<file path="src/plrl_pkg.sv">
// ----------------------------------------------------------------------------
// plrl_pkg
// Shared types and constants for the PLL synthesizer register loader.
// ----------------------------------------------------------------------------
package plrl_pkg;

    localparam int WORD_W    = 32;
    localparam int FREQ_W    = 16;
    localparam int REFDIV_W  = 10;
    localparam int IDX_W     = 3;
    localparam int BITCNT_W  = 6;
    localparam int FW_SHIFT  = 15;
    localparam int REFDIV_SH = 14;

    localparam logic [REFDIV_W-1:0] REFDIV_RESET = 10'd125;

    // opcodes
    localparam logic OP_INIT     = 1'b0;
    localparam logic OP_SET_FREQ = 1'b1;

    // position of the last word in each command
    localparam logic [IDX_W-1:0] INIT_LAST_IDX = 3'd5;
    localparam logic [IDX_W-1:0] SETF_LAST_IDX = 3'd1;

    // init words
    localparam logic [WORD_W-1:0] INIT_W0 = 32'h0058_0005;
    localparam logic [WORD_W-1:0] INIT_W1 = 32'h0060_a43c;
    localparam logic [WORD_W-1:0] INIT_W2 = 32'h0060_04b3;
    localparam logic [WORD_W-1:0] INIT_W3 = 32'h0D00_3FC2;
    localparam logic [WORD_W-1:0] INIT_W4 = 32'h0800_8011;

    // output divider words per frequency band
    localparam logic [WORD_W-1:0] BAND_W0   = 32'h0050_443c;
    localparam logic [WORD_W-1:0] BAND_W1   = 32'h0040_443c;
    localparam logic [WORD_W-1:0] BAND_W2   = 32'h0030_143c;
    localparam logic [WORD_W-1:0] BAND_W3   = 32'h0020_143c;
    localparam logic [WORD_W-1:0] BAND_W4   = 32'h0010_143c;
    localparam logic [WORD_W-1:0] BAND_W5   = 32'h0000_143c;
    localparam logic [WORD_W-1:0] BAND_WLOW = 32'h0060_443c;

    localparam logic [FREQ_W-1:0] BAND_LO  = 16'd690;
    localparam logic [FREQ_W-1:0] BAND_B0  = 16'd1370;
    localparam logic [FREQ_W-1:0] BAND_B1  = 16'd2740;
    localparam logic [FREQ_W-1:0] BAND_B2  = 16'd5490;
    localparam logic [FREQ_W-1:0] BAND_B3  = 16'd10990;
    localparam logic [FREQ_W-1:0] BAND_B4  = 16'd21990;

    typedef struct packed {
        logic start;
    } shift_ctrl_t;

    typedef struct packed {
        logic busy;
    } shift_stat_t;

endpackage

</file>
<file path="src/pll_synth_register_loader.sv">
// ----------------------------------------------------------------------------
// pll_synth_register_loader
// Sequences control words for a PLL synthesizer and shifts each one out
// serially before handing it on as an output beat.
// ----------------------------------------------------------------------------
//  channel | signals                          | direction | beat
//  in      | in_valid/in_ready, opcode,       | input     | one command
//          | freq_word                        |           |
//  out     | out_valid/out_ready,             | output    | one control word
//          | control_word, last_word          |           |
//  cfg     | cfg_we, cfg_wdata                | input     | ref divider write
//
// each word is loaded into the shifter, shifted out serially (32 bits),
// then presented once the shifter reports idle; init sends 6 words,
// set freq sends 2 words, and a word stays presented while out_ready
// is held low.
// in_ready is high only when no command is in flight.
// reset clears the sequencer and sets the ref divider to 125.
// ----------------------------------------------------------------------------
module pll_synth_register_loader (
    input  logic                              clk,
    input  logic                              rst_n,
    input  logic                              in_valid,
    output logic                              in_ready,
    input  logic                              opcode,
    input  logic [plrl_pkg::FREQ_W-1:0]       freq_word,
    output logic                              out_valid,
    input  logic                              out_ready,
    output logic [plrl_pkg::WORD_W-1:0]       control_word,
    output logic                              last_word,
    input  logic                              cfg_we,
    input  logic [plrl_pkg::REFDIV_W-1:0]     cfg_wdata
);

    typedef enum logic [3:0] {
        ST_IDLE  = 4'b0001,
        ST_LOAD  = 4'b0010,
        ST_SHIFT = 4'b0100,
        ST_OUT   = 4'b1000
    } state_t;

    state_t                            state_reg, state_next;
    logic                              op_reg, op_next;
    logic [plrl_pkg::FREQ_W-1:0]       freq_reg, freq_next;
    logic [plrl_pkg::IDX_W-1:0]        word_index_reg, word_index_next;
    logic [plrl_pkg::REFDIV_W-1:0]     ref_div_reg;
    logic [plrl_pkg::WORD_W-1:0]       sel_word;
    logic                              is_last;
    plrl_pkg::shift_ctrl_t             sh_ctrl;
    plrl_pkg::shift_stat_t             sh_stat;

    plrl_word_sel u_word_sel (
        .opcode      (op_reg),
        .word_idx    (word_index_reg),
        .freq_word   (freq_reg),
        .ref_divider (ref_div_reg),
        .word        (sel_word)
    );

    plrl_shifter u_shifter (
        .clk       (clk),
        .rst_n     (rst_n),
        .ctrl      (sh_ctrl),
        .load_word (sel_word),
        .stat      (sh_stat),
        .rx_word   (control_word)
    );

    assign is_last = (op_reg == plrl_pkg::OP_SET_FREQ)
                     ? (word_index_reg == plrl_pkg::SETF_LAST_IDX)
                     : (word_index_reg == plrl_pkg::INIT_LAST_IDX);

    assign in_ready  = (state_reg == ST_IDLE);
    assign out_valid = (state_reg == ST_OUT);
    assign last_word = is_last;

    always_comb
    begin
        state_next      = state_reg;
        op_next         = op_reg;
        freq_next       = freq_reg;
        word_index_next = word_index_reg;
        sh_ctrl.start   = 1'b0;
        case (state_reg)
            ST_IDLE:
            begin
                if (in_valid)
                begin
                    op_next         = opcode;
                    freq_next       = freq_word;
                    word_index_next = '0;
                    state_next      = ST_LOAD;
                end
            end
            ST_LOAD:
            begin
                sh_ctrl.start = 1'b1;
                state_next    = ST_SHIFT;
            end
            ST_SHIFT:
            begin
                if (!sh_stat.busy)
                    state_next = ST_OUT;
            end
            ST_OUT:
            begin
                if (out_ready)
                begin
                    if (is_last)
                        state_next = ST_IDLE;
                    else
                    begin
                        word_index_next = word_index_reg + 1'b1;
                        state_next      = ST_LOAD;
                    end
                end
            end
            default:
            begin
                state_next = ST_IDLE;
            end
        endcase
    end

    always_ff @(posedge clk or negedge rst_n)
    begin
        if (!rst_n)
        begin
            state_reg      <= ST_IDLE;
            word_index_reg <= '0;
            op_reg         <= plrl_pkg::OP_INIT;
            ref_div_reg    <= plrl_pkg::REFDIV_RESET;
        end
        else
        begin
            state_reg      <= state_next;
            word_index_reg <= word_index_next;
            op_reg         <= op_next;
            if (cfg_we)
                ref_div_reg <= cfg_wdata;
        end
    end

    always_ff @(posedge clk)
    begin
        freq_reg <= freq_next;
    end

endmodule

</file>
<file path="src/plrl_word_sel.sv">
// ----------------------------------------------------------------------------
// plrl_word_sel
// Picks the control word for a given command and word position.
// ----------------------------------------------------------------------------
module plrl_word_sel (
    input  logic                              opcode,
    input  logic [plrl_pkg::IDX_W-1:0]        word_idx,
    input  logic [plrl_pkg::FREQ_W-1:0]       freq_word,
    input  logic [plrl_pkg::REFDIV_W-1:0]     ref_divider,
    output logic [plrl_pkg::WORD_W-1:0]       word
);

    logic [plrl_pkg::WORD_W-1:0] fw_word;
    logic [plrl_pkg::WORD_W-1:0] band_word;
    logic [plrl_pkg::WORD_W-1:0] refdiv_word;

    assign fw_word = {{(plrl_pkg::WORD_W-plrl_pkg::FREQ_W){1'b0}}, freq_word}
                     << plrl_pkg::FW_SHIFT;
    assign refdiv_word = plrl_pkg::INIT_W3 |
        ({{(plrl_pkg::WORD_W-plrl_pkg::REFDIV_W){1'b0}}, ref_divider}
         << plrl_pkg::REFDIV_SH);

    always_comb
    begin
        if (freq_word < plrl_pkg::BAND_LO)
            band_word = plrl_pkg::BAND_WLOW;
        else if (freq_word <= plrl_pkg::BAND_B0)
            band_word = plrl_pkg::BAND_W0;
        else if (freq_word <= plrl_pkg::BAND_B1)
            band_word = plrl_pkg::BAND_W1;
        else if (freq_word <= plrl_pkg::BAND_B2)
            band_word = plrl_pkg::BAND_W2;
        else if (freq_word <= plrl_pkg::BAND_B3)
            band_word = plrl_pkg::BAND_W3;
        else if (freq_word <= plrl_pkg::BAND_B4)
            band_word = plrl_pkg::BAND_W4;
        else
            band_word = plrl_pkg::BAND_W5;
    end

    always_comb
    begin
        if (opcode == plrl_pkg::OP_SET_FREQ)
        begin
            word = (word_idx == 3'd0) ? band_word : fw_word;
        end
        else
        begin
            case (word_idx)
                3'd0:    word = plrl_pkg::INIT_W0;
                3'd1:    word = plrl_pkg::INIT_W1;
                3'd2:    word = plrl_pkg::INIT_W2;
                3'd3:    word = refdiv_word;
                3'd4:    word = plrl_pkg::INIT_W4;
                default: word = fw_word;
            endcase
        end
    end

endmodule

</file>
<file path="src/plrl_shifter.sv">
// ----------------------------------------------------------------------------
// plrl_shifter
// Serial word shifter: one bit per serial clock period, MSB first,
// with a loopback capture register that rebuilds the sent word.
// ----------------------------------------------------------------------------
module plrl_shifter (
    input  logic                          clk,
    input  logic                          rst_n,
    input  plrl_pkg::shift_ctrl_t         ctrl,
    input  logic [plrl_pkg::WORD_W-1:0]   load_word,
    output plrl_pkg::shift_stat_t         stat,
    output logic [plrl_pkg::WORD_W-1:0]   rx_word
);

    logic [plrl_pkg::WORD_W-1:0]   shift_data_reg, shift_data_next;
    logic [plrl_pkg::WORD_W-1:0]   rx_reg, rx_next;
    logic [plrl_pkg::BITCNT_W-1:0] bit_count_reg, bit_count_next;
    logic                          phase_reg, phase_next;
    logic                          active_reg, active_next;
    logic                          sdata;

    // serial data line
    assign sdata = shift_data_reg[plrl_pkg::WORD_W-1];

    always_comb
    begin
        shift_data_next = shift_data_reg;
        rx_next         = rx_reg;
        bit_count_next  = bit_count_reg;
        phase_next      = phase_reg;
        active_next     = active_reg;
        if (ctrl.start)
        begin
            shift_data_next = load_word;
            bit_count_next  = '0;
            phase_next      = 1'b0;
            active_next     = 1'b1;
        end
        else if (active_reg)
        begin
            phase_next = ~phase_reg;
            // rising serial clock edge
            if (phase_reg)
            begin
                rx_next         = {rx_reg[plrl_pkg::WORD_W-2:0], sdata};
                shift_data_next = {shift_data_reg[plrl_pkg::WORD_W-2:0], 1'b0};
                bit_count_next  = bit_count_reg + 1'b1;
                if (bit_count_reg == plrl_pkg::BITCNT_W'(plrl_pkg::WORD_W - 1))
                    active_next = 1'b0;
            end
        end
    end

    always_ff @(posedge clk or negedge rst_n)
    begin
        if (!rst_n)
        begin
            shift_data_reg <= '0;
            bit_count_reg  <= '0;
            phase_reg      <= 1'b0;
            active_reg     <= 1'b0;
        end
        else
        begin
            shift_data_reg <= shift_data_next;
            bit_count_reg  <= bit_count_next;
            phase_reg      <= phase_next;
            active_reg     <= active_next;
        end
    end

    always_ff @(posedge clk)
    begin
        rx_reg <= rx_next;
    end

    assign stat.busy = active_reg;
    assign rx_word   = rx_reg;

endmodule

</file>
<file path="config.mk">
export PLATFORM = sky130hd
export DESIGN_NAME = pll_synth_register_loader
export DESIGN_NICKNAME = d
export VERILOG_FILES = /design/src/plrl_pkg.sv /design/src/pll_synth_register_loader.sv /design/src/plrl_word_sel.sv /design/src/plrl_shifter.sv
export SDC_FILE = /design/constraint.sdc
export NUM_CORES = 1
export LEC_CHECK = 0
export BUFFER_PORTS_ARGS = -buffer_cell sky130_fd_sc_hd__buf_2
export CORE_MARGIN = 2
export CORE_UTILIZATION = 50
export DETAILED_ROUTE_END_ITERATION = 8
export HOLD_SLACK_MARGIN = 0.12
export PLACE_DENSITY = 0.82
export SLEW_MARGIN = 30
export SYNTH_ARGS = -nofsm -noshare
export SYNTH_HDL_FRONTEND = slang
export SYNTH_HIERARCHICAL = 1
export SYNTH_SLANG_ARGS = --single-unit
</file>
<file path="constraint.sdc">
create_clock -name clk -period 3.9 [get_ports clk]
set_input_delay 0.39 -clock clk [delete_from_list [all_inputs] [get_ports clk]]
set_output_delay 0.39 -clock clk [all_outputs]
set_load 0.01 [all_outputs]
</file>
==> results of run 1 <==
-- cells in the mapped netlist (all sizes together), types with 2 or more instances --
cell / number / area share [%]
inv: 9 / 0.67
nand2b: 4 / 0.50
o21a: 6 / 0.89
nor2b: 2 / 0.25
buf: 11 / 2.5
a21o: 2 / 0.32
mux2: 11 / 2.5
xnor2: 4 / 0.69
nor3: 9 / 0.89
a32oi: 2 / 0.35
or3: 5 / 0.74
nor2: 21 / 1.8
o211ai: 3 / 0.55
nor4: 2 / 0.25
o21ai: 44 / 4.4
o22ai: 2 / 0.25
a21oi: 13 / 1.5
a31oi: 2 / 0.25
nor4b: 2 / 0.47
and2: 8 / 0.99
nand3b: 2 / 0.30
clkbuf: 19 / 2.1
a211oi: 4 / 0.69
nand3: 8 / 0.79
a22o: 6 / 1.1
mux2i: 32 / 6.4
nand4: 4 / 0.50
dfstp: 7 / 3.6
nand2: 57 / 4.3
ha: 3 / 0.74
o41ai: 2 / 0.35
edfxtp: 48 / 29
dfrtp: 51 / 25
-- layout by cell type, fill, tap and decap left out, types with 3 or more instances in the layout --
master	n
ha_1	3
dfstp_2	7
a22o_1	5
nand4_1	4
mux2i_1	32
xnor2_1	4
buf_4	5
or3_1	3
nor3_1	9
nand2b_1	4
nand3_1	8
buf_2	66
mux2_2	11
o21ai_0	16
edfxtp_1	48
nand2_1	56
o21ai_1	28
clkinvlp_4	4
clkbuf_8	9
dfrtp_1	51
nor2_1	18
o21a_1	6
a21oi_1	12
inv_1	9
a211oi_1	3
and2_1	8
-- cell type report --
class	count	area (um2)
clock buffers	9	124
clock inverters	7	77.6
fillers	819	4210
inverters	9	33.8
multi-input cells	285	1880
flip-flops and latches	106	2900
well taps	133	166
repair buffers	72	378
-- how the worst max path moves through the flow --
stage	start	endpoint	slack, ns
after floorplan	state_reg[0]	u_shifter/rx_word[0]	1.10
after global placement	state_reg[0]	word_index_reg[2]	1.81
after detailed placement	state_reg[2]	u_shifter/rx_word[7]	1.75
after CTS	op_reg	last_word	1.62
after global routing	op_reg	last_word	1.48
final	op_reg	last_word	1.62
-- metal layers --
metal / routed length [um] / vias to the layer above / part of all wire [%] / GRT usage, %
li1: - / 1668 / - / -
met1: 4280 / 1641 / 46 / 24.4
met2: 4330 / 132 / 46 / 27.5
met3: 585 / 16 / 6.2 / 4.70
met4: 167 / 0 / 1.8 / 6.37
met5: 0 / - / 0 / 0
-- logic make-up after synthesis --
logic type | Yosys count | synth area share [%]
xor gates and xnor gates | 5 | 0.868
other | 1 | 0.0744
and+or+nand+nor | 131 | 13.0
muxes | 43 | 8.81
AOI/OAI and AO/OA | 101 | 13.5
adders and majority gates | 4 | 0.943
DFF | 106 | 57.5
buffers and inverters | 39 | 5.26
-- report_power, final --
group	total, mW	switching [mW]	internal (mW)
Clock	0.671	0.372	0.299
Sequential	2.03	0.329	1.70
Combinational	1.22	0.699	0.522
Total	3.92	1.40	2.52
-- worst reg2reg max path, stage by stage, from the launching register on --
cell and delay, ns:
dfrtp_1 0.82, o21a_1 0.26, nor2_1 0.07, nor2_1 0.45, a22o_2 0.25, a31oi_1 0.04
o41ai_1 0.09, nand2_1 0.09, o21ai_1 0.09
-- metrics by stage --
stage / power (mW) / util, %
6_report: 3.92 / 56.9
5_1_grt: 4.17 / 56.9
4_1_cts: 3.96 / 56.9
3_5_place_dp: 3.28 / 54.8
3_3_place_gp: 3.22 / 54.8
2_1_floorplan: 2.96 / -
==> flow_summary.yaml, run 1 <==
cts:
  numClockSinks: 106
  cts_buffers: 9
  h-tree-depth: 3
  cts.path.max_buffers: 2
  cts_root_buf: "clkbuf_8"
  cts_tree: "done"
  clkTransAtPathRegs_ns: 0.10
  cts_hold_buf: 1
  postCtsResizedCells: 0
  clock_latency_ns: 0.38
  cts_setup_buffers: 0
setup_path:
  ff2ff_path_depth: 8
  r2r_slack_ns: 1.67
  cp.depth: 3
  rr_endpoint: "u_shifter/shift_data_reg[20]"
  critical_path_required_ns: 3.51
  critPathArrivalTime_ns: 1.89
  crit_buf_inv: 1
  slowest_stage: "dfrtp_1"
  cp_top_family: "flip-flops"
  critPathKind: "flip-flop to primary output"
  cp_max_fo: 22
  end_kind: "primary output"
  reg2reg_from: "op_reg"
  critical_path.cell_chain: "xor2_1, and2_1, buf_2"
  slowest_delay_ns: 0.82
  cp-start-kind: "flip-flop"
layout:
  fin_nets: 518
  instances_no_fill: 621
  layout-drive-gt1-share_pct: 25.6
  fin_area_mm2: 0.00557
  diodes: 0
  area_growth_pct: 10.4
detailed_routing:
  route.detailed.drc: 0
  antenna_left: 0
  dr.first_iter.drc_count: 145
  wire_per_inst_um: 15.1
  dr.pass1.iters: 5
  wirelength_mm: 9.36
  viasPerCell: 5.57
  num_vias: 3457
synth:
  seq_area_frac_synth_pct: 57.5
  yosys_warnings: 6
  synth-edff-count: 48
  synth.avg_cell_area_um2: 11.7
  async_flop_share_pct: 54.7
  dominantRegCellSynth: "dfrtp_1"
  yosys.cell_types.count: 74
  syn-num-nets: 465
  synth-seq-cells: 106
  syn-cell-area_mm2: 0.00504
  synthCells: 430
pwr:
  power_density_mw_per_mm2: 704
  power_leakage_nw: 2.31
  ir_drop_uv: 382
sta:
  final.setup.tns_ns: 0
  finalHoldViolations: 0
  finalClockSkew_ns: 0.00792
  fin_ws_ns: 1.62
  setup_violations: 0
  tightest_slew_ns: 0.801
  rsz0062_at_grt: "false"
  slew_headroom_pct: 46.6
  hold-worst-slack_ns: 0.185
  finalCritPeriodShare_pct: 58.6
  drv_slew: 0
  max_freq_mhz: 438
  min_period_ns: 2.28
run_status:
  status: "finished clean"
place:
  dp_hpwl_mm: 6.63
  gp_congestion: 0.898
  dp_slack_ns: 1.75
  place_area_mm2: 0.00535
  dp.cells: 604
  io_buffers: 66
floorplanning:
  dieWidth_um: 104
  row_count: 36
  start_util_pct: 51.6
  fp.dieArea_mm2: 0.0109
  fp.dieH_um: 104
  core_mm2: 0.00977
  ios: 67
global_routing:
  grt_max_degree: 74
  grt.overflow.total: 0
  antenna_found_initial: 0
  grt_util_all_layers_pct: 17.8
  grt_pass1_vias: 3171
  grt_pass1_wl_mm: 15.5
worst_hold_path:
  worstHoldStart: "freq_word[15]"
  whs_path_depth: 1
  holdPathEnd: "freq_reg[15]"
  holdCritPathClass: "input pin to flip-flop"
run:
  cap_violations: 0
Power figures use the tool's default switching activity.
==> run 2: changes to the inputs <==
--- a/config.mk
+++ b/config.mk
@@ -5,12 +5,13 @@
 export SDC_FILE = /design/constraint.sdc
 export NUM_CORES = 1
 export LEC_CHECK = 0
+export ABC_AREA = 1
 export BUFFER_PORTS_ARGS = -buffer_cell sky130_fd_sc_hd__buf_2
 export CORE_MARGIN = 2
 export CORE_UTILIZATION = 50
 export DETAILED_ROUTE_END_ITERATION = 8
 export HOLD_SLACK_MARGIN = 0.12
-export PLACE_DENSITY = 0.82
+export PLACE_DENSITY = 0.84
 export SLEW_MARGIN = 30
 export SYNTH_ARGS = -nofsm -noshare
 export SYNTH_HDL_FRONTEND = slang
==> constraint.sdc (replaced) <==
create_clock -name clk -period 1.95 [get_ports clk]
set_input_delay 0.195 -clock clk [delete_from_list [all_inputs] [get_ports clk]]
set_output_delay 0.195 -clock clk [all_outputs]
set_load 0.01 [all_outputs]
==> flow_summary.yaml, run 2 <==
run_status:
  status: "finished clean"
setup_path:
  slowest_stage: "edfxtp_1"
  slowest_delay_ns: 0.48
  critical_path_required_ns: 2.28
  end_kind: "flip-flop"
  cp_max_fo: 5
  cp-start-kind: "flip-flop"
  critPathArrivalTime_ns: 2.16
  crit_top_cell: "nand2_1"
  critPathKind: "flip-flop to flip-flop"
  critical_path.cell_chain: "nor2_4, nand3_1, nor2_4, nand2_1, a21oi_2, nand2_1, nand2_1, nand2_1, nand2_1, nand2_1, a21oi_2, nand2_1, nand3_1"
synth:
  async_flop_share_pct: 54.7
  syn-num-nets: 612
  synth_commonest_cells: "nand2_1, dfrtp_1, nor2_1"
  dominantRegCellSynth: "dfrtp_1"
  synthCells: 577
  synthMostInstantiatedCell: "nand2_1"
  yosys_warnings: 6
  ys_top_cells_by_area: "edfxtp_1, dfrtp_1, nand2_1, nand3_1, nor2_1"
  synth.top_cell.area_share_pct: 27.7
  seq_area_frac_synth_pct: 55.7
  yosysTopAreaCell: "edfxtp_1"
  synth-edff-count: 48
  syn-cell-area_mm2: 0.00521
  synth-seq-cells: 106
  synth.avg_cell_area_um2: 9.03
  yosys.cell_types.count: 41
cts:
  cts_tree: "done"
  numClockSinks: 106
  cts_root_buf: "clkbuf_8"
  cts.path.max_buffers: 2
  clock_latency_ns: 0.39
  h-tree-depth: 3
  clkTransAtPathRegs_ns: 0.10
  cts_buffers: 9
global_routing:
  grt_max_degree: 59
  grt_util_all_layers_pct: 20.7
  antenna_found_initial: 0
  grt_pass1_wl_mm: 18.5
  grt_pass1_vias: 3917
  grt.overflow.total: 0
layout:
  area_growth_pct: 18.9
  final_common_cell: "nand2_1"
  final_cell_mix: "nand2_1, buf_2, dfrtp_1, nor2_1, edfxtp_1"
  diodes: 0
  layout-drive-gt1-share_pct: 24.1
  fin_nets: 706
pwr:
  p_total_mw: 8.73
  power_leakage_nw: 2.87
  ir_drop_uv: 677
  power_density_mw_per_mm2: 1410
sta:
  setup_violations: 0
  max_freq_mhz: 545
  finalHoldViolations: 0
  finalClockSkew_ns: 0.0135
  drv_slew: 0
  rsz0062_at_grt: "false"
  final.setup.tns_ns: 0
  hold-worst-slack_ns: 0.130
  min_period_ns: 1.83
  tightest_slew_ns: 0.734
  slew_headroom_pct: 51.1
  finalCritPeriodShare_pct: 94.0
worst_hold_path:
  holdCritPathClass: "input pin to flip-flop"
detailed_routing:
  dr.pass1.iters: 5
  wirelength_mm: 11.2
  dr.first_iter.drc_count: 381
  route.detailed.drc: 0
  num_vias: 4202
  viasPerCell: 5.17
  antenna_left: 0
  wire_per_inst_um: 13.8
floorplanning:
  fp.dieArea_mm2: 0.0113
  ios: 67
  start_util_pct: 50.9
  fp.dieH_um: 106
  row_count: 37
  core_mm2: 0.0102
  dieWidth_um: 106
place:
  dp_hpwl_mm: 7.84
  io_buffers: 66
  gp_congestion: 0.898
run:
  cap_violations: 0
run 2: cell types whose count changed in the layout (fill, tap and decap cells not counted), moves of 8 or more:
cell / delta
and2_1: -8
inv_2: +18
inv_1: +32
o21ai_1: -21
nor2_1: +31
a21oi_1: +10
nand3_1: +35
dlygate4sd3_1: +27
nand2_1: +118
mux2i_1: -32
run 2: layout make-up:
cell class | instances | area [um2]
clock buffers | 9 | 124
clock inverters | 7 | 126
fillers | 824 | 4030
inverters | 63 | 244
multi-input cells | 387 | 1930
flip-flops and latches | 106 | 2900
well taps | 136 | 170
repair buffers | 104 | 698
run 2: critical path, delay by kind of cell (launching register included):
| kind | cells | cell delay [ns] |
|---|---|---|
| flops | 1 | 0.48 |
| compound gates | 2 | 0.30 |
| simple gates | 11 | 0.99 |
run 2: logic make-up after synthesis:
logic type	synth area share, %
AND/OR/NAND/NOR	27.1
flip-flops	55.7
buffers and inverters	7.32
AO/OA/AOI/OAI	6.72
multiplexers	2.16
adder cells (fa/ha/maj)	0.721
other	0.0720
XOR/XNOR	0.168
run 2: path summary, 6_finish.rpt:
| check | from | to | slack [ns] | cells after the start |
|---|---|---|---|---|
| setup / recovery | freq_reg[14] | u_shifter/shift_data_reg[20] | 0.12 | 13 |
| hold / removal | in_valid | state_reg[0] | 0.13 | 4 |
| setup reg to reg | freq_reg[14] | u_shifter/shift_data_reg[20] | 0.12 | 13 |
| hold reg to reg | u_shifter/rx_word[15] | u_shifter/rx_word[16] | 0.46 | 0 |
| max in group asynchronous | rst_n | word_index_reg[2] | 0.96 | 3 |
| min in group asynchronous | rst_n | state_reg[2] | 0.47 | 3 |
run 2: through the flow:
stage | utilization [%] | instances | setup slack (ns) | instance area [um2]
finish | 60.6 | 812 | 0.116 | 6200
floorplan | - | 577 | 0.295 | 5210
CTS | 60.4 | 810 | 0.134 | 6180
global placement | 55.2 | 766 | 0.116 | 5650
detailed placement | 55.2 | 766 | 0.148 | 5650
global route | 60.6 | 812 | 0.00153 | 6200
run 2: per-layer routing:
layer | GRT usage, % | up-vias | wire (um)
li1 | - | 2066 | -
met1 | 27.1 | 1956 | 4900
met2 | 34.4 | 169 | 5450
met3 | 5.52 | 11 | 712
met4 | 5.45 | 0 | 144
met5 | 0 | - | 0
run 2: power breakdown:
| group | leakage [nW] | internal [mW] | switching [mW] |
|---|---|---|---|
| logic | 1.55 | 1.09 | 2.05 |
| registers | 1.20 | 3.40 | 0.565 |
| clock network | 0.122 | 0.865 | 0.761 |
| total | 2.87 | 5.36 | 3.38 |
run 2: timing repair:
action / 4_1_cts / 5_1_grt
hold endpoints to repair: 78 / 0
resized for setup: 0 / 2
buffers inserted: 0 / 2
setup endpoints to repair: 0 / 2
hold buffers: 28 / 0
